File: src/rtl/core/uart_rx_line_assembler_unit_assert.svh
// Assertion macros for the UART line assembler
`ifndef UART_RX_LINE_ASSEMBLER_UNIT_ASSERT_SVH
`define UART_RX_LINE_ASSEMBLER_UNIT_ASSERT_SVH

// Check a condition at every clock edge outside reset
`define URLA_ASSERT_ALWAYS(label, clk, rst_n, cond) \
    label: assert property (@(posedge clk) disable iff (!rst_n) (cond)) \
        else $error("assertion failed: invariant");

// Check that a trigger implies a consequence in the same cycle
`define URLA_ASSERT_IMPLIES(label, clk, rst_n, trig, cons) \
    label: assert property (@(posedge clk) disable iff (!rst_n) (trig) |-> (cons)) \
        else $error("assertion failed: implication");

`endif

File: src/rtl/core/urla_pkg.sv
// Package with types and constants of the UART line assembler
`timescale 1ns / 1ps

package urla_pkg;

    localparam int LINE_BUFFER_BYTES = 128;
    localparam int LINE_COUNT_W      = 12;
    localparam int TICK_W            = 17;
    localparam int BIT_TICKS_W       = 16;
    localparam int BIT_INDEX_W       = 4;
    localparam int DATA_BITS         = 8;

    localparam logic [LINE_COUNT_W-1:0] FULL_LEVEL = LINE_COUNT_W'(LINE_BUFFER_BYTES - 1);
    localparam logic [BIT_INDEX_W-1:0]  LAST_BIT   = BIT_INDEX_W'(DATA_BITS);

    localparam logic [BIT_TICKS_W-1:0] BIT_TICKS_RESET = 16'd104;
    localparam logic [7:0]             TERM_RESET      = 8'd0;

    // (x * RECIP_THIRD) >> RECIP_SHIFT equals x / 3 for every 16-bit x
    localparam logic [16:0] RECIP_THIRD = 17'h0AAAB;
    localparam int          RECIP_SHIFT = 17;

    typedef enum logic [1:0] {
        PH_IDLE = 2'd0,
        PH_DATA = 2'd1,
        PH_STOP = 2'd2
    } rx_phase_t;

    typedef enum logic {
        CFG_BIT_TICKS = 1'b0,
        CFG_LINE_TERM = 1'b1
    } cfg_index_t;

endpackage

File: src/rtl/core/uart_rx_line_assembler_unit.sv
// Top level of the UART line assembler: 8N1 receiver, byte filter and line framing
//
// Channel   Dir  Fields (low bit first)             Transaction when
// s_axis    in   tdata[0] rx_level                 s_axis_tvalid & s_axis_tready
// m_axis    out  tdata[7:0] data_byte, tlast       m_axis_tvalid & m_axis_tready
//                line_end, tuser full_flush
// cfg       in   cfg_index, cfg_wdata[15:0]        cfg_we
//
// A sample is taken every cycle while the
// result register is empty or being drained in the same cycle.
// A result appears in the output register in the cycle after the sample that ends the frame.
// The start delay bit_ticks/3 + bit_ticks is computed at the bit_ticks write.
// Reset clears the phase, counters and the output valid flag; no clearing pass.
// A stalled result stalls the sample input.
`timescale 1ns / 1ps

module uart_rx_line_assembler_unit
    import urla_pkg::*;
(
    input  logic        clk,
    input  logic        rst_n,
    input  logic        s_axis_tvalid,
    output logic        s_axis_tready,
    input  logic [7:0]  s_axis_tdata,   // [0] rx_level
    output logic        m_axis_tvalid,
    input  logic        m_axis_tready,
    output logic [7:0]  m_axis_tdata,   // [7:0] data_byte
    output logic        m_axis_tlast,   // line_end
    output logic        m_axis_tuser,   // [0] full_flush
    input  logic        cfg_we,
    input  logic        cfg_index,
    input  logic [15:0] cfg_wdata
);

    `include "uart_rx_line_assembler_unit_assert.svh"

    logic [TICK_W-1:0]       start_ticks_reg,  start_ticks_next;
    logic [BIT_TICKS_W-1:0]  bit_reload_reg,   bit_reload_next;
    logic [7:0]              term_reg,         term_next;

    rx_phase_t               phase_reg,        phase_next;
    logic [TICK_W-1:0]       tick_count_reg,   tick_count_next;
    logic [7:0]              shift_byte_reg,   shift_byte_next;
    logic [BIT_INDEX_W-1:0]  bit_index_reg,    bit_index_next;
    logic [LINE_COUNT_W-1:0] line_count_reg,   line_count_next;

    logic                    out_valid_reg,    out_valid_next;
    logic [7:0]              out_byte_reg,     out_byte_next;
    logic                    out_last_reg,     out_last_next;
    logic                    out_full_reg,     out_full_next;

    logic                    in_accept;
    logic                    level;
    logic                    emit;
    logic [TICK_W-1:0]       tick_dec;
    logic [7:0]              shifted;
    logic [BIT_INDEX_W-1:0]  index_inc;
    logic [LINE_COUNT_W-1:0] count_inc;
    logic                    hit_full;
    logic                    hit_term;
    logic [32:0]             third_prod;
    logic [TICK_W-1:0]       start_sum;

    assign s_axis_tready = !out_valid_reg || m_axis_tready;
    assign in_accept     = s_axis_tvalid && s_axis_tready;
    assign level         = s_axis_tdata[0];

    assign m_axis_tvalid = out_valid_reg;
    assign m_axis_tdata  = out_byte_reg;
    assign m_axis_tlast  = out_last_reg;
    assign m_axis_tuser  = out_full_reg;

    // configuration: precompute the start delay on a bit_ticks write, store the terminator on a line_term write
    always_comb
    begin
        third_prod       = {17'd0, cfg_wdata} * {16'd0, RECIP_THIRD};
        start_sum        = TICK_W'(third_prod >> RECIP_SHIFT) + {1'b0, cfg_wdata};
        start_ticks_next = start_ticks_reg;
        bit_reload_next  = bit_reload_reg;
        term_next        = term_reg;
        if (cfg_we)
        begin
            case (cfg_index_t'(cfg_index))
                CFG_BIT_TICKS:
                begin
                    start_ticks_next = (start_sum == '0) ? TICK_W'(1) : start_sum;
                    bit_reload_next  = (cfg_wdata == '0) ? BIT_TICKS_W'(1) : cfg_wdata;
                end
                CFG_LINE_TERM:
                begin
                    term_next = cfg_wdata[7:0];
                end
                default:
                begin
                    term_next = term_reg;
                end
            endcase
        end
    end

    // receiver next state and result
    always_comb
    begin
        tick_dec        = tick_count_reg - TICK_W'(1);
        shifted         = {level, shift_byte_reg[7:1]};
        index_inc       = bit_index_reg + BIT_INDEX_W'(1);
        count_inc       = line_count_reg + LINE_COUNT_W'(1);
        hit_full        = (count_inc >= FULL_LEVEL);
        hit_term        = (term_reg != 8'd0) && (shift_byte_reg == term_reg);

        phase_next      = phase_reg;
        tick_count_next = tick_count_reg;
        shift_byte_next = shift_byte_reg;
        bit_index_next  = bit_index_reg;
        line_count_next = line_count_reg;
        emit            = 1'b0;

        if (in_accept)
        begin
            case (phase_reg)
                PH_DATA:
                begin
                    if (tick_dec == '0)
                    begin
                        shift_byte_next = shifted;
                        bit_index_next  = index_inc;
                        tick_count_next = {1'b0, bit_reload_reg};
                        if (index_inc >= LAST_BIT)
                        begin
                            phase_next = PH_STOP;
                        end
                    end
                    else
                    begin
                        tick_count_next = tick_dec;
                    end
                end
                PH_STOP:
                begin
                    tick_count_next = tick_dec;
                    if (tick_dec == '0)
                    begin
                        phase_next = PH_IDLE;
                        if (shift_byte_reg != 8'd0)
                        begin
                            emit            = 1'b1;
                            line_count_next = (hit_full || hit_term) ? '0 : count_inc;
                        end
                    end
                end
                default:
                begin
                    phase_next = PH_IDLE;
                    if (!level)
                    begin
                        phase_next      = PH_DATA;
                        shift_byte_next = 8'd0;
                        bit_index_next  = '0;
                        tick_count_next = start_ticks_reg;
                    end
                end
            endcase
        end

        out_valid_next = out_valid_reg && !m_axis_tready;
        out_byte_next  = out_byte_reg;
        out_last_next  = out_last_reg;
        out_full_next  = out_full_reg;
        if (emit)
        begin
            out_valid_next = 1'b1;
            out_byte_next  = shift_byte_reg;
            out_last_next  = hit_full || hit_term;
            out_full_next  = hit_full;
        end
    end

    always_ff @(posedge clk or negedge rst_n)
    begin
        if (!rst_n)
        begin
            start_ticks_reg <= TICK_W'(BIT_TICKS_RESET / 3 + BIT_TICKS_RESET);
            bit_reload_reg  <= BIT_TICKS_RESET;
            term_reg        <= TERM_RESET;
            phase_reg       <= PH_IDLE;
            tick_count_reg  <= '0;
            shift_byte_reg  <= '0;
            bit_index_reg   <= '0;
            line_count_reg  <= '0;
            out_valid_reg   <= 1'b0;
        end
        else
        begin
            start_ticks_reg <= start_ticks_next;
            bit_reload_reg  <= bit_reload_next;
            term_reg        <= term_next;
            phase_reg       <= phase_next;
            tick_count_reg  <= tick_count_next;
            shift_byte_reg  <= shift_byte_next;
            bit_index_reg   <= bit_index_next;
            line_count_reg  <= line_count_next;
            out_valid_reg   <= out_valid_next;
        end
    end

    always_ff @(posedge clk)
    begin
        out_byte_reg <= out_byte_next;
        out_last_reg <= out_last_next;
        out_full_reg <= out_full_next;
    end

    `URLA_ASSERT_ALWAYS(a_count_below_limit, clk, rst_n, line_count_reg < FULL_LEVEL)
    `URLA_ASSERT_IMPLIES(a_data_tick_nonzero, clk, rst_n, phase_reg == PH_DATA, tick_count_reg != '0)
    `URLA_ASSERT_IMPLIES(a_emit_from_stop, clk, rst_n, emit, phase_reg == PH_STOP && in_accept)
    `URLA_ASSERT_IMPLIES(a_full_closes_line, clk, rst_n, out_valid_reg && out_full_reg, out_last_reg)

endmodule

File: config.mk
export PLATFORM = sky130hd
export DESIGN_NAME = uart_rx_line_assembler_unit
export DESIGN_NICKNAME = d
export VERILOG_FILES = /design/src/rtl/core/urla_pkg.sv /design/src/rtl/core/uart_rx_line_assembler_unit.sv
export VERILOG_INCLUDE_DIRS = /design/src /design/src/rtl/core
export SDC_FILE = /design/constraint.sdc
export NUM_CORES = 1
export LEC_CHECK = 0
export ABC_AREA = 1
export ABC_CLOCK_PERIOD_IN_PS = 5700
export BUFFER_PORTS_ARGS = -buffer_cell sky130_fd_sc_hd__buf_2
export CAP_MARGIN = 20
export CORE_MARGIN = 5
export CORE_UTILIZATION = 49
export DETAILED_ROUTE_END_ITERATION = 7
export GPL_TIMING_DRIVEN = 0
export PLACE_DENSITY = 0.69
export REMOVE_ABC_BUFFERS = 1
export SLEW_MARGIN = 20
export SYNTH_ARGS = -nofsm -noshare
export SYNTH_HDL_FRONTEND = slang
export SYNTH_SLANG_ARGS = --single-unit
File: constraint.sdc
create_clock -name clk -period 5.7 [get_ports clk]
set_input_delay 1.14 -clock clk [delete_from_list [all_inputs] [get_ports clk]]
set_output_delay 1.14 -clock clk [all_outputs]
set_load 0.05 [all_outputs]
==> Yosys cells after proc, flatten, opt, wreduce, memory -nomap -nowiden <==
Cells that the tools add are included.
{ "word_totals": {"ff_bits": 95, "input_bits": 30, "output_inout_bits": 12, "wordCells": 69} }
{ "classes": {"add_sub_neg": 4, "mul": 1, "order_cmp": 2, "eq_ne": 8, "n_mux": 22, "n_bitwise": 2, "n_reduce_logical": 18} }
{ "ops": {"columns": ["op", "count"], "rows": [
  ["17-bit two-way mux", 3],
  ["17-bit zero test", 2],
  ["17-bit case mux with 2 select lines", 1],
  ["16-bit by 16-bit multiplier with 32-bit output (second input constant)", 1],
  ["15-bit by 16-bit adder with 17-bit output", 1],
  ["17-bit by 1-bit subtractor with 17-bit output (second input constant)", 1],
  ["16-bit zero test", 1],
  ["16-bit two-way mux", 1],
  ["8-bit two-way mux", 2],
  ["8-bit case mux with 2 select lines", 1],
  ["8-bit nonzero test", 2],
  ["12-bit by 1-bit adder with 12-bit output (second input constant)", 1],
  ["12-bit by 7-bit greater-or-equal comparator with 1-bit output (second input constant)", 1],
  ["12-bit two-way mux", 1],
  ["4-bit AND reduction", 3],
  ["8-bit equality test", 1],
  ["4-bit two-way mux", 2],
  ["4-bit case mux with 2 select lines", 1],
  ["1-bit two-way mux", 6],
  ["2-bit two-way mux", 3],
  ["2-bit != test (second input constant)", 3],
  ["2-bit AND reduction", 3],
  ["4-bit by 1-bit adder with 4-bit output (second input constant)", 1],
  ["4-bit greater-or-equal comparator (second input constant)", 1],
  ["9 further kinds", 14]
]} }

==> Longest topological paths before layout <==
Gate-level depths: netlist (run 1).
{ "logic_depth": {"depth_word": 6, "ltp_mapped": 35, "ltp_nobuf": 35} }

==> Worst setup path after synthesis (run 1) <==
No wires, ideal clock.
{ "synth_timing": {"path_kind": "input to register", "startpoint": "input cfg_wdata[2]", "endpoint": "register start_ticks_reg[0]", "setup_time_ns": 0.077, "arrival_time_ns": 6.699, "required_time_ns": 5.623, "path_slack_ns": -1.076, "path_stages": 33, "n_path_buf": 0, "path_cell_list": "ha_1 xor2_1 ha_1 inv_1 fa_1 inv_1 fa_1 fa_1 inv_1 fa_1 inv_1 ha_1 a21oi_1 a21boi_0 inv_1 a21oi_1 nand2_1 nand2_1 nand2_1 a21oi_1 xnor2_1 ha_1 nand2_1 nor2_1 nor3b_1 nand2_1 nand2_1 nand2_1 nand2_1 nand2_1 nor2_1 nand4_1 a21oi_1"} }
{ "synth_between": {"elab_chain_len": 4} }
{ "synth_rtl": {"columns": ["item", "line", "rtl"], "rows": [
  ["from (decl)", "uart_rx_line_assembler_unit.sv:32", "input logic [15:0] cfg_wdata"],
  ["16-bit by 16-bit multiplier with 32-bit output", "uart_rx_line_assembler_unit.sv:76", "third_prod = {17'd0, cfg_wdata} * {16'd0, RECIP_THIRD};"],
  ["15-bit by 16-bit adder with 17-bit output *", "uart_rx_line_assembler_unit.sv:77", "start_sum = TICK_W'(third_prod >> RECIP_SHIFT) + {1'b0, cfg_wdata};"],
  ["17-bit zero test", "uart_rx_line_assembler_unit.sv:86", "start_ticks_next = (start_sum == '0) ? TICK_W'(1) : start_sum;"],
  ["17-bit two-way mux *", "uart_rx_line_assembler_unit.sv:86", null],
  ["to (signal assigned)", "uart_rx_line_assembler_unit.sv:182", "start_ticks_reg <= TICK_W'(BIT_TICKS_RESET / 3 + BIT_TICKS_RESET);"],
  ["to (signal assigned)", "uart_rx_line_assembler_unit.sv:194", "start_ticks_reg <= start_ticks_next;"],
  ["to (decl)", "uart_rx_line_assembler_unit.sv:37", "logic [TICK_W-1:0] start_ticks_reg, start_ticks_next;"]
]} }
Mark *: on every way between the ends. The rest lies on a longest branch, timed or not.
A chain may end at the register's enable or synchronous reset.

==> Worst setup path after layout (run 1) <==
{ "layout_timing": {"startpoint": "input cfg_wdata[4]", "endpoint": "register start_ticks_reg[0]"} }
The elaborated chain is that of the path after synthesis.

==> reports/metrics.cfg, run 1 <==
[setup_path]
worstRegToRegCells=10
cp.arrival_ns=7.12
crit_top_cell=nand2_1
cp-start-kind=input port
critPathRequiredTime_ns=5.98
r2r-start=tick_count_reg[0]
crit_path_max_fanout=6
critPathMaxStageDelay_ns=0.52
worst-setup-path-type=input port to flop
cpMaxStageDelayCell=fa_1
cpLargestDelayFamily=adder cells
r2r_end=m_axis_tdata[6]
crit_buf_inv=7
endpoint_kind=flop
rrSetupSlack_ns=2.58

[grt]
grt_pass1_vias=10256
gr-total-overflow=0
grt_use_total_pct=23.0
grt_pass1_wl_mm=49.6
antenna_found_initial=0
grt_max_degree=51

[cts]
clock-root-buffer=clkbuf_16
clk_latency_ns=0.35
clk_pin_slew_ns=0.07
cts_tree=done
cts_buffers=9
clock_sinks=95
cts_buffer_depth=2
htreeDepth=3

[timing]
max_slew_margin_pct=35.5
max_freq_ghz=0.146
tightest_slew_ns=0.964
finalMaxSlewViolations=0
final.period_utilization_pct=120
rsz0062_at_grt=yes
setup_ws_ns=-1.14
fin_skew_ns=0.00850
setup_viol=17
hold_viol_final=0
final.min_clock_period_ns=6.84

[min_path]
whs_path_depth=2
hp-class=flop to flop
hold_end=start_ticks_reg[3]
hp-start=start_ticks_reg[3]

[routing]
drtAntennaViolNets=0
via_per_inst=5.32
drc=0
wl_per_cell_um=16.0
num_vias=10046
wirelength_mm=30.2
drt-initial-drc-count=761
firstDrtPassIters=6

[status]
status=finished, violations left
violations=negative setup slack

[logic_synthesis]
synthFlopType=dfrtp_1
synthArstFlopShare_pct=89.5
yosysWarnings=0
yosys.area.top_type=dfrtp_1
yosysSeqAreaShare_pct=21.4
synth_cell_types=48
synth_top_area_share_pct=17.4
synth_edf_count=10
ys_ff_latch=95
synthCells=1531
synth_area_per_cell_um2=7.42
synthTopCellsByArea=dfrtp_1 (17%), ha_1 (17%), fa_1 (14%), nand2_1 (13%), inv_1 (11%)
netlist_area_um2=11400

[floorplanning]
chipHeight_um=162
start_util_pct=50.0
core_um2=22700
top_level_ports=42
die_w_um=162
die_area_um2=26300
placementRows=55

[finish]
design_area_um2=13800
n_antenna_cell=0
syn2layout_area_growth_pct=21.8
drive_gt1_share_pct=20.4
layout.nets=1858

[placed_design]
port_buffers=34
gp_congestion=0.946
post_dp_cell_area_um2=11800
hpwl_mm=22.6

[run]
maxCapViolations=0

-- how the worst max path moves through the flow --
stage,cells after the start,to,slack [ns],from
3_5_place_dp,31,start_ticks_reg[0],-2.41,cfg_wdata[1]
6_report,35,start_ticks_reg[0],-1.14,cfg_wdata[4]
5_1_grt,35,start_ticks_reg[0],-1.34,cfg_wdata[4]
3_3_place_gp,34,start_ticks_reg[0],-2.31,cfg_wdata[1]
4_1_cts,34,start_ticks_reg[0],-1.03,cfg_wdata[4]
2_1_floorplan,33,start_ticks_reg[0],-1.08,cfg_wdata[2]
-- tightest hold or removal path, delay by kind of cell (launching register included) --
kind	cells	cell delay (ns)
flops	1	0.37
simple gates	1	0.05
compound gates	1	0.05
-- area by class of cell --
cell class	instances	area, um2
fill	1918	8890
clock buffer	9	225
inverter	325	1220
clock inverter	7	71.3
multi-input combinational	1089	8850
timing repair buffer	80	668
sequential	95	2430
tap	285	357
-- cells in the mapped netlist, types with 7 or more instances --
cell        n
inv_1     319
ha_1      150
nand2_1   401
xor2_1     23
a21o_1      7
a21oi_1    54
nor2_4      9
nor2_1    106
fa_1       78
edfxtp_1   10
o21ai_0    59
clkbuf_1   16
xnor2_1    14
o21ai_2    12
dfrtp_1    79
nor4_1     13
nor3_1     12
nand3_1    73
nand4_1    16
-- metrics by stage --
step	TNS, ns	util (%)	hold WS [ns]	setup WS [ns]	std cells
after floorplan	-12.47	-	0.450	-1.08	1509
after global placement	-30.93	51.8	0.468	-2.31	1828
after detailed placement	-32.42	51.9	0.474	-2.41	1829
after CTS	-9.67	59.2	0.491	-1.03	1886
after global routing	-14.17	60.9	0.503	-1.34	1890
final	-10.97	60.9	0.482	-1.14	1890
-- cells by family after synthesis --
logic type	after synthesis	synth area share, %
AO/OA/AOI/OAI	162	8.22
XOR/XNOR	37	2.85
adder cells (fa/ha/maj)	228	30.3
buffers and inverters	347	11.7
flip-flops	95	21.4
multiplexers	5	0.496
AND/OR/NAND/NOR	657	25.0
-- layer usage --
| metal | GRT usage, % | vias up | share of wire [%] |
|---|---|---|---|
| met1 | 28.4 | 4740 | 42 |
| met2 | 40.9 | 282 | 49 |
| met3 | 2.44 | 100 | 3.9 |
| li1 | - | 4924 | - |
| met5 | 0 | - | 0 |
| met4 | 9.73 | 0 | 4.8 |
-- placed cells by master (no fill, tap or decap), types with 12 or more instances in the layout --
cell | netlist | final
nand2_1 | 401 | 360
inv_1 | 319 | 306
ha_1 | 150 | 106
nor2_1 | 106 | 96
dfrtp_1 | 79 | 79
fa_1 | 78 | 75
nand3_1 | 73 | 65
buf_4 | 2 | 46
ha_4 | 0 | 40
o21ai_0 | 59 | 39
nand2_2 | 6 | 35
a21oi_1 | 54 | 30
o21ai_1 | 6 | 20
buf_2 | 1 | 19
o21ai_2 | 12 | 18
nand4_1 | 16 | 16
a21oi_2 | 0 | 16
inv_2 | 3 | 16
nor2_4 | 9 | 15
nand2_4 | 2 | 14
xor2_1 | 23 | 12
-- what timing repair did --
action                                  in CTS  in global routing
pin swaps                                   95                 29
gates resized for setup                    207                 76
endpoints found under the setup margin      17                 17
hold buffers                                 0                  0
setup buffers                               41                  4
Power of run 1 is left out: the tool's default activity adds up to more than one toggle a clock period on the data nets, which glitch-free logic cannot reach.
==> inputs of run 2 (changes only) <==
REMOVE_ABC_BUFFERS = unset   (was 1)
==> run 2 against run 1 <==
  * The flow still finishes with violations (negative setup slack)
  * Flip-flop and latch count did not move
  * Design area rose by 4.6%
  * Cell count rose by 2.1%
  * Worst setup slack improved by 0.12 ns
  * First-iteration DRC count fell by 25%
  * Routed wire length rose by 2.3%
==> reports/metrics.cfg, run 2 (synthesis gave the netlist of run 1 again) <==
[status]
status=finished, violations left
violations=negative setup slack

[floorplanning]
placementRows=55  ; unchanged
start_util_pct=50.0  ; unchanged
core_um2=22700  ; unchanged
die_w_um=162  ; unchanged
chipHeight_um=162  ; unchanged
top_level_ports=42  ; unchanged
die_area_um2=26300  ; unchanged

[finish]
layout.nets=1897  ; +2.1%
n_antenna_cell=0  ; unchanged
syn2layout_area_growth_pct=27.3
layout_common_cells=nand2_1 (341), inv_1 (295), ha_1 (101)
mostFrequentLayoutCell=nand2_1
drive_gt1_share_pct=24.3  ; +3.9 points
stdcell_count=1929  ; +2.1%
final_util_pct=63.7  ; +2.8 points

[grt]
antenna_found_initial=0  ; unchanged
grt_pass1_vias=10015  ; -2.3%
grt_max_degree=47  ; -7.8%
grt_pass1_wl_mm=49.8  ; +0.32%
grt_use_total_pct=23.2  ; +0.23 points
gr-total-overflow=0  ; unchanged

[placed_design]
port_buffers=34  ; unchanged
hpwl_mm=23.9  ; +5.6%
dp.cells=1851  ; +1.2%
gp_congestion=0.930  ; -1.7%

[timing]
finalMaxSlewViolations=0  ; unchanged
final.min_clock_period_ns=6.72  ; -0.124 ns
rsz0062_at_grt=yes
final.period_utilization_pct=118  ; -2.2 points
max_slew_margin_pct=61.8  ; +26 points
tightest_slew_ns=0.568  ; -0.396 ns
setup_viol=17  ; unchanged
max_freq_ghz=0.149  ; +1.8%
setup_ws_ns=-1.02  ; +0.124 ns
hold_viol_final=0  ; unchanged
fin_skew_ns=0.0106  ; +0.00214 ns

[routing]
wl_met1_mm=13.3  ; +4.7%
drc=0  ; unchanged
wirelength_mm=30.9  ; +2.3%
drtAntennaViolNets=0  ; unchanged
wl_met3_um=786  ; -33%
via_per_inst=5.24  ; -1.3%
wl_per_cell_um=16.0  ; +0.27%
drt-initial-drc-count=568  ; -25%
dr_wl_met2_mm=15.9  ; +6.5%
firstDrtPassIters=5  ; -1
num_vias=10115  ; +0.69%
routed.top_layer=met4

[setup_path]
critPathMaxStageDelay_ns=0.51  ; about the same
cp.arrival_ns=6.99  ; -0.13 ns
endpoint_kind=flop
cpMaxStageDelayCell=fa_1
critPathRequiredTime_ns=5.97  ; about the same
cp-start-kind=input port
worstRegToRegCells=13  ; +3
worst-setup-path-type=input port to flop
crit_path_max_fanout=8  ; +2

[cts]
cts_buffer_depth=2  ; unchanged
clk_latency_ns=0.35  ; about the same
cts_tree=done
holdBufCountCts=0  ; unchanged
clock-root-buffer=clkbuf_16
clk_pin_slew_ns=0.07  ; about the same
clock_sinks=95  ; unchanged
cts_buffers=9  ; unchanged
htreeDepth=3  ; unchanged

[min_path]
hp-class=flop to flop
whs_path_depth=2  ; unchanged

[logic_synthesis]
syn-num-nets=1789

[run]
maxCapViolations=0  ; unchanged

run 2: cell types whose count changed in the layout (fill, tap and decap cells not counted), sizes merged:
| cell | delta |
|---|---|
| inv | -1 |
| clkinv | +2 |
| clkinvlp | -2 |
| buf | +25 |
| clkbuf | +15 |
run 2: routing by layer:
| layer | vias to the layer above | global-route usage, % |
|---|---|---|
| met5 | - | 0 |
| met4 | 0 | 6.50 |
| met3 | 67 | 2.16 |
| met2 | 208 | 43.1 |
| met1 | 4831 | 28.8 |
| li1 | 5009 | - |
run 2: cell type report:
class / count / area, um2
buffer: 22 / 114
clock buffer: 10 / 250
clock inverter: 6 / 67.6
fill: 1923 / 8250
inverter: 325 / 1220
multi-input combinational: 1089 / 9110
sequential: 95 / 2430
tap: 285 / 357
timing repair buffer: 97 / 897
run 2: critical path: cells and delay by family:
family | cells | cell delay, ns
compound gates | 2 | 0.25
xor+xnor | 2 | 0.35
fa+ha+maj | 8 | 3.15
buf+inv | 6 | 0.35
simple gates | 17 | 1.73
run 2: timing repair:
action | 4_1_cts | 5_1_grt
resized for setup | 160 | 133
pin swaps | 74 | 78
endpoints found under the setup margin | 17 | 17
buffers inserted | 39 | 25
run 2: per-stage QoR:
| stage | setup TNS, ns | setup slack (ns) | hold slack (ns) | instance area, um2 |
|---|---|---|---|---|
| floorplan | -5.07 | -0.661 | 0.450 | 11800 |
| global placement | -22.96 | -1.83 | 0.464 | 12300 |
| detailed placement | -23.85 | -1.87 | 0.474 | 12300 |
| CTS | -9.71 | -1.02 | 0.488 | 13700 |
| global route | -12.70 | -1.27 | 0.507 | 14500 |
| finish | -9.51 | -1.02 | 0.487 | 14500 |
run 2: worst paths after layout:
check | to | slack [ns] | start
max reg2reg | m_axis_tdata[0] | 2.82 | tick_count_reg[0]
max in group asynchronous | start_ticks_reg[3] | 4.26 | rst_n
max | start_ticks_reg[0] | -1.02 | cfg_wdata[2]
min | start_ticks_reg[3] | 0.49 | start_ticks_reg[3]
min reg2reg | start_ticks_reg[3] | 0.49 | start_ticks_reg[3]
min in group asynchronous | line_count_reg[2] | 0.76 | rst_n
Power of run 2 is left out for the same reason.
==> inputs of run 3 (changes only) <==
CELL_PAD_IN_SITES_DETAIL_PLACEMENT = 0   (was unset)
CELL_PAD_IN_SITES_GLOBAL_PLACEMENT = 1   (was unset)
MAX_ROUTING_LAYER = met4   (was unset)
PLACE_DENSITY = 0.88   (was 0.69)
==> run 3 against run 2 <==
  * The flow still finishes with violations (negative setup slack)
  * First-iteration DRC count fell by 8.1%
  * Fmax rose by 0.80%
  * Clock skew fell by 0.0037 ns
  * Largest cell class unchanged
  * Via count fell by 1.5%
==> reports/metrics.cfg, run 3 (synthesis gave the netlist of run 1 again) <==
[cts]
clock-root-buffer=clkbuf_16
cts_buffer_depth=2  ; unchanged
clock_sinks=95  ; unchanged
holdBufCountCts=0  ; unchanged
cts_tree=done
cts_buffers=9  ; unchanged
htreeDepth=3  ; unchanged
clk_latency_ns=0.35  ; about the same
clk_pin_slew_ns=0.07  ; about the same

[finish]
drive_gt1_share_pct=24.3  ; about the same
layout.nets=1888  ; -0.47%
design_area_um2=14400  ; -0.46%
layout_common_cells=nand2_1 (345), inv_1 (295), ha_1 (99)
final_util_pct=63.4  ; -0.29 points
mostFrequentLayoutCell=nand2_1
n_antenna_cell=0  ; unchanged
nFillCells=1935  ; +0.62%
syn2layout_area_growth_pct=26.7

[setup_path]
worst-setup-path-type=input port to flop
critPathMaxStageDelay_ns=0.52  ; about the same
cp.arrival_ns=6.94  ; -0.05 ns
cpMaxStageDelayCell=fa_1
rrSetupSlack_ns=2.81  ; about the same
crit_path_max_fanout=7  ; -1
cp-start-kind=input port
endpoint_kind=flop
critPathRequiredTime_ns=5.97  ; about the same

[routing]
via_per_inst=5.19  ; -1.0%
wirelength_mm=31.4  ; +1.6%
num_vias=9964  ; -1.5%
wl_per_cell_um=16.4  ; +2.0%
drc=0  ; unchanged
drt-initial-drc-count=522  ; -8.1%
firstDrtPassIters=5  ; unchanged
drtAntennaViolNets=0  ; unchanged

[timing]
final.period_utilization_pct=117  ; -0.94 points
rsz0062_at_grt=yes
final.min_clock_period_ns=6.66  ; -0.0535 ns
whs_ns=0.475  ; -0.0116 ns
fin_skew_ns=0.00693  ; -0.00370 ns
setup_ws_ns=-0.964  ; +0.0535 ns
tightest_slew_ns=0.600  ; +0.0311 ns
finalMaxSlewViolations=0  ; unchanged
max_freq_ghz=0.150  ; +0.80%
setup_viol=17  ; unchanged
hold_viol_final=0  ; unchanged
max_slew_margin_pct=60.0  ; -1.7 points

[grt]
gr-total-overflow=0  ; unchanged
grt_pass1_wl_mm=51.4  ; +3.3%
grt_pass1_vias=10348  ; +3.3%
grt_max_degree=55  ; +17%
antenna_found_initial=0  ; unchanged
grt_use_total_pct=24.9  ; +1.6 points

[floorplanning]
start_util_pct=50.0  ; unchanged
placementRows=55  ; unchanged
die_area_um2=26300  ; unchanged
chipHeight_um=162  ; unchanged
die_w_um=162  ; unchanged
core_um2=22700  ; unchanged
top_level_ports=42  ; unchanged

[min_path]
hp-class=flop to flop

[placed_design]
gp_congestion=0.924  ; -0.71%
port_buffers=34  ; unchanged
post_dp_cell_area_um2=12300  ; unchanged
hpwl_mm=24.7  ; +3.6%

[run]
maxCapViolations=0  ; unchanged

[logic_synthesis]
syn-num-nets=1789  ; unchanged

[status]
violations=negative setup slack
status=finished, violations left

-- run 3: final timing paths --
kind	start	endpoint	cells after the start
worst max-delay path	cfg_wdata[9]	start_ticks_reg[0]	32
worst min-delay path	start_ticks_reg[7]	start_ticks_reg[7]	2
worst max register to register	tick_count_reg[0]	m_axis_tdata[2]	11
worst min register to register	start_ticks_reg[7]	start_ticks_reg[7]	2
max in group asynchronous	rst_n	start_ticks_reg[7]	2
min in group asynchronous	rst_n	line_count_reg[5]	1
-- run 3: critical path: cells and delay by family --
| kind | cells | cell delay, ns |
|---|---|---|
| AND/OR/NAND/NOR | 12 | 1.21 |
| buffers and inverters | 6 | 0.43 |
| AO/OA/AOI/OAI | 5 | 0.92 |
| adder cells (fa/ha/maj) | 8 | 3.07 |
| XOR/XNOR | 1 | 0.12 |
-- run 3: per-layer routing --
layer / global-route usage [%] / share of wire (%) / routed length [um]
met5: - / 0 / 0
met4: 7.92 / 3.6 / 1120
met3: 2.49 / 2.9 / 926
met2: 44.0 / 51 / 16100
met1: 30.0 / 42 / 13300
-- run 3: metrics by stage --
stage          setup TNS (ns)  cells  worst slack [ns]
2_1_floorplan           -5.07   1531            -0.661
3_3_place_gp           -23.05   1850             -1.90
3_5_place_dp           -23.29   1851             -1.89
4_1_cts                 -9.93   1894            -0.971
5_1_grt                -12.40   1920             -1.21
6_report                -8.99   1920            -0.964
-- run 3: area by class of cell --
type | count | area [um2] | share of cell area, %
Timing Repair Buffer | 88 | 793 | 5.51
Inverter | 325 | 1220 | 8.49
Clock buffer | 9 | 225 | 1.57
Tap cell | 285 | 357 | 2.48
Multi-Input combinational cell | 1089 | 9140 | 63.5
Clock inverter | 7 | 100 | 0.696
Buffer | 22 | 114 | 0.791
Sequential cell | 95 | 2430 | 16.9
-- run 3: what timing repair did --
action                     4_1_cts  5_1_grt
setup endpoints to repair       17       17
gates cloned                     0        0
resized for setup              137      159
pin swaps                       73       81
buffers inserted                27       27
Power of run 3 is left out for the same reason.
